## config.mk

```make
export PLATFORM = sky130hd
export DESIGN_NAME = gas_cell
export DESIGN_NICKNAME = d
export VERILOG_FILES = /design/src/rtl/gas_pkg.sv /design/src/rtl/gas_cell.sv
export SDC_FILE = /design/constraint.sdc
export NUM_CORES = 1
export LEC_CHECK = 0
export BUFFER_PORTS_ARGS = -buffer_cell sky130_fd_sc_hd__buf_2
export CAP_MARGIN = 20
export CORE_AREA = 2 2 193 195
export CTS_BUF_LIST = sky130_fd_sc_hd__clkbuf_8
export DETAILED_ROUTE_END_ITERATION = 10
export DIE_AREA = 0 0 195 197
export REMOVE_ABC_BUFFERS = 1
export SETUP_SLACK_MARGIN = 0.15
export SYNTH_ARGS = -nofsm -noshare
export SYNTH_HDL_FRONTEND = slang
export SYNTH_SLANG_ARGS = --single-unit
```

## constraint.sdc

```tcl
create_clock -name clk_i -period 8.7 [get_ports clk_i]
set_input_delay 1.305 -clock clk_i [delete_from_list [all_inputs] [get_ports clk_i]]
set_output_delay 1.305 -clock clk_i [all_outputs]
set_load 0.05 [all_outputs]
```

## src/rtl/gas_pkg.sv

```systemverilog
// ----------------------------------------------------------------------------
// gas_pkg: shared types and constants of the alignment score block
// Transaction payloads, coefficient set, the wave record that moves along the
// cell chain, register indexes and the score saturation helper.
// ----------------------------------------------------------------------------
package gas_pkg;

  localparam int unsigned SCORE_W = 20;
  localparam int unsigned SYM_W   = 8;
  localparam int unsigned COEF_W  = 8;
  localparam int unsigned ADDR_W  = 4;

  localparam int SCORE_HI = (1 <<< (SCORE_W - 1)) - 1;
  localparam int SCORE_LO = -(1 <<< (SCORE_W - 1));

  typedef logic signed [SCORE_W-1:0] score_t;
  typedef logic signed [COEF_W-1:0]  coef_t;

  // Commands of an input transaction.
  localparam logic CMD_LOAD   = 1'b0;
  localparam logic CMD_STREAM = 1'b1;

  // Register indexes (word address bits).
  localparam logic [1:0] REG_MATCH    = 2'd0;
  localparam logic [1:0] REG_MISMATCH = 2'd1;
  localparam logic [1:0] REG_GAP      = 2'd2;

  typedef struct packed {
    logic             command;
    logic [SYM_W-1:0] symbol;
    logic             last;
  } in_item_t;

  typedef struct packed {
    score_t score;
    logic   overflow;
  } out_item_t;

  typedef struct packed {
    coef_t match;
    coef_t mismatch;
    coef_t gap;
  } coef_set_t;

  // One row update travelling along the chain. diag is the previous-row value
  // of the cell to the left, left is its new value.
  typedef struct packed {
    logic             valid;
    logic             init;
    logic             update;
    logic [SYM_W-1:0] symbol;
    score_t           diag;
    score_t           left;
  } wave_t;

  function automatic score_t sat_score(input logic signed [31:0] v);
    score_t r;
    if (v > SCORE_HI) begin
      r = score_t'(SCORE_HI);
    end else if (v < SCORE_LO) begin
      r = score_t'(SCORE_LO);
    end else begin
      r = v[SCORE_W-1:0];
    end
    return r;
  endfunction

endpackage

```

## src/rtl/gas_cell.sv

```systemverilog
// ----------------------------------------------------------------------------
// gas_cell: one column of the score row
// Holds one first-sequence symbol and its score, updates the score as a row
// wave passes and hands the wave on, registered, to the next column in the next cycle.
// ----------------------------------------------------------------------------
module gas_cell #(
  parameter int unsigned LEN_W = 9,
  parameter int unsigned INDEX = 1
) (
  input  logic                       clk_i,
  input  logic                       rst_ni,
  input  gas_pkg::coef_set_t         coef_i,
  input  logic [LEN_W-1:0]           len_i,
  input  logic                       wr_en_i,
  input  logic [LEN_W-1:0]           wr_idx_i,
  input  logic [gas_pkg::SYM_W-1:0]  wr_sym_i,
  input  gas_pkg::wave_t             wave_i,
  output gas_pkg::wave_t             wave_o
);

  localparam int unsigned SW = gas_pkg::SCORE_W;

  logic [gas_pkg::SYM_W-1:0] sym_q;
  gas_pkg::score_t           val_q, val_d;
  logic                      val_we;
  gas_pkg::wave_t            wave_q, wave_d;

  logic                      active;
  gas_pkg::coef_t            sub;
  gas_pkg::score_t           up;
  gas_pkg::score_t           cell_val;
  logic signed [SW:0]        t_bord, t_diag, t_up, t_left, best;

  // Columns beyond the loaded length only pass the wave through.
  assign active = (LEN_W'(INDEX) <= len_i);
  assign sub    = (sym_q == wave_i.symbol) ? coef_i.match : coef_i.mismatch;

  always_comb begin
    t_bord = (SW+1)'(wave_i.diag) + (SW+1)'(coef_i.gap);
    // On the first row the stored value is replaced by the border value.
    up     = wave_i.init ? gas_pkg::sat_score(32'(t_bord)) : val_q;
    t_diag = (SW+1)'(wave_i.diag) + (SW+1)'(sub);
    t_up   = (SW+1)'(up) + (SW+1)'(coef_i.gap);
    t_left = (SW+1)'(wave_i.left) + (SW+1)'(coef_i.gap);
    best   = t_diag;
    if (t_up > best) begin
      best = t_up;
    end
    if (t_left > best) begin
      best = t_left;
    end
    cell_val = gas_pkg::sat_score(32'(best));
  end

  always_comb begin
    wave_d = wave_i;
    val_d  = cell_val;
    val_we = wave_i.valid && wave_i.update && active;
    if (active) begin
      if (wave_i.update) begin
        wave_d.left = cell_val;
        wave_d.diag = up;
      end else begin
        wave_d.left = val_q;
      end
    end
  end

  always_ff @(posedge clk_i or negedge rst_ni) begin
    if (!rst_ni) begin
      wave_q <= '0;
    end else begin
      wave_q <= wave_d;
    end
  end

  always_ff @(posedge clk_i) begin
    if (val_we) begin
      val_q <= val_d;
    end
    if (wr_en_i && (wr_idx_i == LEN_W'(INDEX - 1))) begin
      sym_q <= wr_sym_i;
    end
  end

  assign wave_o = wave_q;

endmodule

```

Word-level counts from Yosys, hierarchy flattened --
Index checks and enable logic that the tools add are counted. W data, S select, Z words.
Cells by class: shifts and indexed selects 0, mux-type cells 11, $mul 0, reductions and logical operators 4, order comparisons 7, bitwise operators 0, div/mod/pow operators 0, add/subtract/negate cells 4, equal/unequal tests 1
Operator list (count):
- $mux W20 | 7
- $add A20 B8 Y21 | 4
- $gt A21 B20 Y1 const B | 2
- $gt A21 B21 Y1 | 2
- $lt A21 B20 Y1 const B | 2
- $mux W21 | 2
- $mux W40 | 1
- $le A1 B9 Y1 const A | 1
- $logic_not A9 Y1 | 1
- $eq A8 B8 Y1 | 1
- $mux W8 | 1
- $logic_and A1 B1 Y1 | 3
Word-level totals: memory bits (writable) 0, bits in latches 0, register bits after elaboration 79, memory bits (read-only) 0, memories kept 0

Logic depth before layout (Yosys ltp) --
Gate-level depths: netlist of run 1.
word-level depth 15, mapped depth 54, gate-level depth less buffers 49

Worst setup path after synthesis of run 1 --
Ideal clock, no wire load.
kind input to register, start input port coef_i[0] (netlist name), end register wave_q, in the netlist wave_o[1], path buffers 5, slack -1.988 ns, data arrival time 10.562 ns, stages 49, library setup time 0.126 ns, path through ha_1 -> inv_1 -> fa_1 -> nor2b_1 -> o21ai_0 -> a21boi_0 -> o21ai_0 -> a21boi_0 -> o21ai_0 -> a31o_2 -> o31ai_1 -> nand4_1 -> nand3_1 -> clkbuf_1 -> nor2_1 -> nor2_1 -> ha_1 -> a211oi_2 -> [... 13 more ...] -> a41o_1 -> a221o_1 -> o211ai_4 -> nor2_4 -> buf_2 -> buf_2 -> o21a_1 -> ha_1 -> nand4_1 -> or4_1 -> nor3_1 -> a21oi_1 -> o21ai_1 -> clkbuf_1 -> clkbuf_1 -> a21oi_1 -> maj3_1 -> a221o_1
RTL lines:
- from (decl) | RTL line gas_cell.sv:12 | input gas_pkg::coef_set_t coef_i,
- to (signal assigned) | RTL line gas_cell.sv:73 | wave_q <= wave_d;
- to (decl) | RTL line gas_cell.sv:26 | gas_pkg::wave_t wave_q, wave_d;

==> flow_summary.yaml, run 1 <==
yosys:
  synth_seq_cells: 79
  syn_inst: 1070
  synth_top_area_frac: 0.170
  synth_warnings: 0
  netlist.top_cell.by_area: "ha_1"
  ys_seq_area_frac: 0.236
  synthArstFlopShare: 0.646
  synth_edf_count: 28
  synth_cell_type_count: 76
  synth_area_um2: 8980
  synthFlopType: "dfrtp_1"
  yosys-top-cells-area: "ha_1 17%, dfrtp_1 14%, edfxtp_1 9.4%"
  avgSynthCellArea_um2: 8.39
global_route:
  antenna_found_initial: 2
  grt_max_degree: 52
  grt_pass1_wl_um: 57900
  grt_pass1_vias: 10800
  track_usage: 0.193
  grt-ovfl-total: 0
cells_and_area:
  multi_input_area_um2: 7390
  final_area_um2: 14700
  final.fill_count: 3590
  drive_above_1_share: 0.465
  syn_to_final_growth_pct: 64.1
  fin_nets: 1849
  diodes: 0
  area.sequential_um2: 2120
placed_design:
  dp_hpwl_um: 28300
  pre_cts_slack_ps: -2360
  place.gp.congestion: 0.924
  port_buffers: 154
  place_area_um2: 12400
job:
  drv_cap: 0
floorplanning:
  rows: 70
  die_y_um: 197
  ios: 155
  dieArea_um2: 38400
  core_area_um2: 36300
  die_w_um: 195
  start_util: 0.248
timing:
  finalCritPeriodShare: 1.12
  finClkSkew_ps: 26.8
  period_minus_slack_ps: 9780
  setup_violations: 41
  tightest_slew_ps: 1020
  worst_slack_ps: -1080
  finalHoldViolCount: 0
  setup_tns_ps: -39020
  rsz0062_at_grt: "yes"
  hold_ws_ps: 599
  max_freq_mhz: 102
  slew_headroom: 0.320
  maxSlewViolCount: 0
cts:
  cts_inserted_buffers: 9
  cts_tree: "done"
  cts.sinks: 79
  clock_path_buffers: 2
  h-tree-depth: 3
  cts.clk_slew.worst_paths_ps: 100
  root_buffer: "clkbuf_8"
  clk_latency_ps: 410
hold_path:
  hp-class: "reg2reg"
worst_setup_path:
  crit_path_max_incr_delay_ps: 590
  timing.rr.start: "sym_q[7]"
  cp_common_cell: "buf_6"
  rrSetupSlack_ps: -120
  endpoint: "wave_o[14]"
  critPathCaptureType: "flip-flop"
  start_kind: "input pin"
  reg2reg_depth: 40
  arrival_ps: 10070
  critical_path_required_ps: 8990
  rr_endpoint: "wave_o[14]"
  crit_start: "wave_i[21]"
  crit_type: "in2reg"
  worstPathMaxFanout: 8
  cp_slowest_cell: "or4_4"
drt:
  num_vias: 10600
  wl_per_cell_um: 18.5
  dr.pass1.iters: 5
  postRouteAntennaNets: 0
  via_per_inst: 5.05
  drc: 0
  drt_wl_total_um: 38600
  first_iter_violations: 662
power_and_ir_drop:
  p_sw_frac: 0.472
  p_int_mw: 3.00
  p_leak_nw: 7.00
  comb_power_share: 0.827
  seqPwrFrac: 0.116
  power_mw: 5.68
  p_per_area_nw_per_um2: 385
  power_switching_mw: 2.68
  peakVddDrop_uv: 249
  p_clk_frac: 0.057
status:
  status: "complete, but fails checks"
  violations: "negative setup slack"
==> logic make-up (layout without fill, tap and decap cells) <==
group | Yosys count | in the layout | synth area share
xor gates and xnor gates | 68 | 68 | 0.0663
and+or+nand+nor | 303 | 303 | 0.162
buffers and inverters | 88 | 641 | 0.0378
DFF | 79 | 79 | 0.236
AOI/OAI and AO/OA | 359 | 360 | 0.264
muxes | 32 | 32 | 0.0385
adders and majority gates | 141 | 141 | 0.196
==> per-stage QoR <==
stage | instances | util
5_1_grt | 2092 | 0.406
4_1_cts | 2067 | 0.383
6_report | 2092 | 0.406
2_1_floorplan | 1042 | -
3_5_place_dp | 1958 | 0.343
3_3_place_gp | 1958 | 0.343
==> cell usage after synthesis, types with 4 or more instances <==
cell and number:
and2_1 9, o21a_1 20, clkbuf_1 20, o31ai_1 22
a21boi_0 6, dfrtp_1 51, and3_1 14, nand4_1 15
nand3_1 18, xnor2_1 38, nor4_1 7, a211oi_1 12
xor2_1 30, nor2_1 102, a22oi_1 4, or3_1 9
fa_1 4, o21ai_0 65, maj3_1 13, ha_1 122
or2_2 5, o22ai_1 6, and4_1 4, nand2_1 79
inv_1 60, mux2_2 16, a31oi_1 12, o211ai_1 6
mux2i_1 15, o221ai_1 4, o21bai_1 13, edfxtp_1 28
buf_2 6, nor2b_1 11, nand2b_1 5, a21bo_2 4
a21oi_1 107, nor3_1 13, a21o_1 35, a221o_1 8
==> worst min-delay path by stage <==
stage | start | end | cells after the start
3_5_place_dp | val_q[18] | wave_o[18] | 2
4_1_cts | val_q[18] | wave_o[18] | 2
2_1_floorplan | val_q[19] | wave_o[19] | 2
6_report | val_q[18] | wave_o[18] | 2
3_3_place_gp | val_q[18] | wave_o[18] | 2
5_1_grt | val_q[18] | wave_o[18] | 2
==> layer usage <==
layer,part of all wire,global-route usage,up-vias
li1,-,-,5091
met1,0.43,0.237,5026
met2,0.48,0.338,360
met3,0.051,0.0306,76
met4,0.039,0.0746,4
met5,0.00060,0,-
==> worst max-delay path: cells and delay by family <==
| kind | cells | cell delay (ps) |
|---|---|---|
| AO/OA/AOI/OAI | 23 | 3770 |
| XOR/XNOR | 2 | 360 |
| buffers and inverters | 7 | 1000 |
| multiplexers | 1 | 140 |
| AND/OR/NAND/NOR | 10 | 1750 |
| adder cells (fa/ha/maj) | 6 | 1690 |
==> sequential cells by signal (all words and copies together), names as in the netlist <==
signal	count
sym_q	8
wave_o	51
val_q	20
==> cell usage in the layout, fill, tap and decap left out, types with 18 or more instances in the layout <==
cell	synthesis	layout
a21oi_1	107	79
o21ai_0	65	43
nor2_1	102	95
buf_2	6	149
edfxtp_1	28	28
a21o_1	35	35
dfrtp_1	51	51
xor2_1	30	29
nand2_1	79	72
buf_4	0	334
inv_1	60	58
buf_6	0	77
a21oi_2	0	22
o21a_1	20	18
ha_1	122	111
xnor2_1	38	35
o31ai_1	22	18
==> power groups by stage <==
stage                     Sequential (mW)  Combinational (mW)  Clock [mW]
after floorplan                     0.860                1.75           0
after global placement              0.664                3.34           0
after detailed placement            0.661                3.38           0
after CTS                           0.657                4.05       0.335
after global routing                0.664                5.02       0.347
final                               0.658                4.69       0.325
==> final cells by class <==
cell class,instances,area share
flip-flops and latches,79,0.144
multi-input cells,904,0.501
well taps,468,0.0397
clock inverters,7,0.00586
clock buffers,9,0.00841
inverters,60,0.0156
repair buffers,565,0.285
==> repair_timing <==
item / in CTS / in global routing
hold buffers: 0 / 0
gates resized for setup: 158 / 134
gates cloned: 4 / 0
pin swaps: 93 / 99
endpoints found under the setup margin: 40 / 41
buffers inserted: 89 / 25
Power figures use the tool's default switching activity.
==> run 2: changes to the inputs <==
MAX_ROUTING_LAYER = met4   (was not set)
==> flow_summary.yaml, run 2 (same netlist as run 1, synthesis figures left out) <==
worst_setup_path:
  reg2reg_depth: 40
  cp_common_cell: "buf_6"
  crit_start: "coef_i[1]"
  crit_type: "in2reg"
  timing.rr.start: "sym_q[7]"
  rr_endpoint: "val_q[12]"
  rrSetupSlack_ps: 140
  arrival_ps: 9980
  endpoint: "val_q[12]"
  worstPathMaxFanout: 8
  critPathCaptureType: "flip-flop"
  cp_slowest_cell: "or4_4"
  start_kind: "input pin"
  critical_path_required_ps: 8840
  crit_path_max_incr_delay_ps: 590
drt:
  dr.pass1.iters: 5
  num_vias: 10200
  drt_wl_total_um: 36200
  wl_per_cell_um: 17.7
  drc: 0
  postRouteAntennaNets: 0
  via_per_inst: 4.96
  first_iter_violations: 611
global_route:
  grt-ovfl-total: 0
  track_usage: 0.192
  grt_pass1_vias: 10200
  grt_pass1_wl_um: 56000
  antenna_found_initial: 1
  grt_max_degree: 52
hold_path:
  min-delay-start: "val_q[18]"
  hp-class: "reg2reg"
timing:
  finalCritPeriodShare: 1.13
  period_minus_slack_ps: 9850
  rsz0062_at_grt: "yes"
  finClkSkew_ps: 27.0
  setup_violations: 40
  tightest_slew_ps: 1090
  max_freq_mhz: 102
  maxSlewViolCount: 0
  finalHoldViolCount: 0
  worst_slack_ps: -1150
  slew_headroom: 0.270
cts:
  cts.sinks: 79
  cts_hold_buf: 0
  cts_tree: "done"
  cts.clk_slew.worst_paths_ps: 100
  h-tree-depth: 3
  root_buffer: "clkbuf_8"
  clock_path_buffers: 2
  clk_latency_ps: 400
  cts_inserted_buffers: 9
status:
  violations: "negative setup slack"
  status: "complete, but fails checks"
floorplanning:
  die_y_um: 197
  die_w_um: 195
  dieArea_um2: 38400
  rows: 70
  start_util: 0.248
  core_area_um2: 36300
  ios: 155
cells_and_area:
  layout_commonest_cell: "buf_4"
  syn_to_final_growth_pct: 57.1
  largest_reg_flops: 51
  fin_nets: 1806
  final_cell_mix: "342 x buf_4, 150 x buf_2, 111 x ha_1"
  stdcell_count: 2050
  drive_above_1_share: 0.447
power_and_ir_drop:
  p_leak_nw: 6.71
  p_per_area_nw_per_um2: 388
  power_mw: 5.47
  peakVddDrop_uv: 239
placed_design:
  dp_hpwl_um: 28300
  dp_cells: 1966
  port_buffers: 154
  place.gp.congestion: 0.927
job:
  drv_cap: 0
## run 2: per-layer routing
metal,global-route usage,wire length [um],vias to the layer above
met3,0.0279,1810,52
met4,0.0537,1030,0
met1,0.238,16100,4826
met2,0.325,17300,288
met5,-,0,-
li1,-,-,5004
## run 2: final cells by class
class	instances	area [um2]
Sequential cell	79	2120
Clock inverter	7	86.3
Tap cell	468	586
Inverter	60	230
Clock buffer	9	124
Antenna cell	1	2.50
Multi-Input combinational cell	905	7270
Fill cell	3659	22200
Timing Repair Buffer	521	3690
## run 2: how the worst min path moves through the flow
stage	end	slack (ps)	depth (start not counted)
after floorplan	wave_o[19]	520	2
after global placement	wave_o[18]	600	2
after detailed placement	wave_o[18]	620	2
after CTS	wave_o[18]	650	2
after global routing	wave_o[19]	690	2
final	wave_o[18]	650	2
## run 2: worst max-delay path: cells and delay by family
kind	cells	cell delay, ps
buf+inv	9	1120
simple gates	10	1760
fa+ha+maj	4	870
mux	1	110
compound gates	25	4580
xor+xnor	1	220
## run 2: where the power goes
| part | leakage [nW] | switching [mW] | total (mW) | internal, mW |
|---|---|---|---|---|
| Clock | 0.104 | 0.182 | 0.322 | 0.139 |
| Combinational | 5.76 | 2.33 | 4.50 | 2.17 |
| Sequential | 0.851 | 0.0734 | 0.651 | 0.577 |
## run 2: timing repair
item                       CTS  global route
pin swaps                   77            68
gates cloned                 4             0
buffers inserted            44            18
resized for setup          155            61
setup endpoints to repair   40            40
## run 2: stage by stage
stage	cell area, um2	util	hold slack (ps)	setup TNS [ps]	setup WS (ps)
finish	14100	0.389	649	-41000	-1150
global route	14100	0.389	686	-55670	-1500
CTS	13600	0.376	654	-29880	-873
detailed placement	12500	0.344	623	-100020	-2660
global placement	12500	0.344	596	-91520	-2420
floorplan	8860	-	523	-111780	-2950
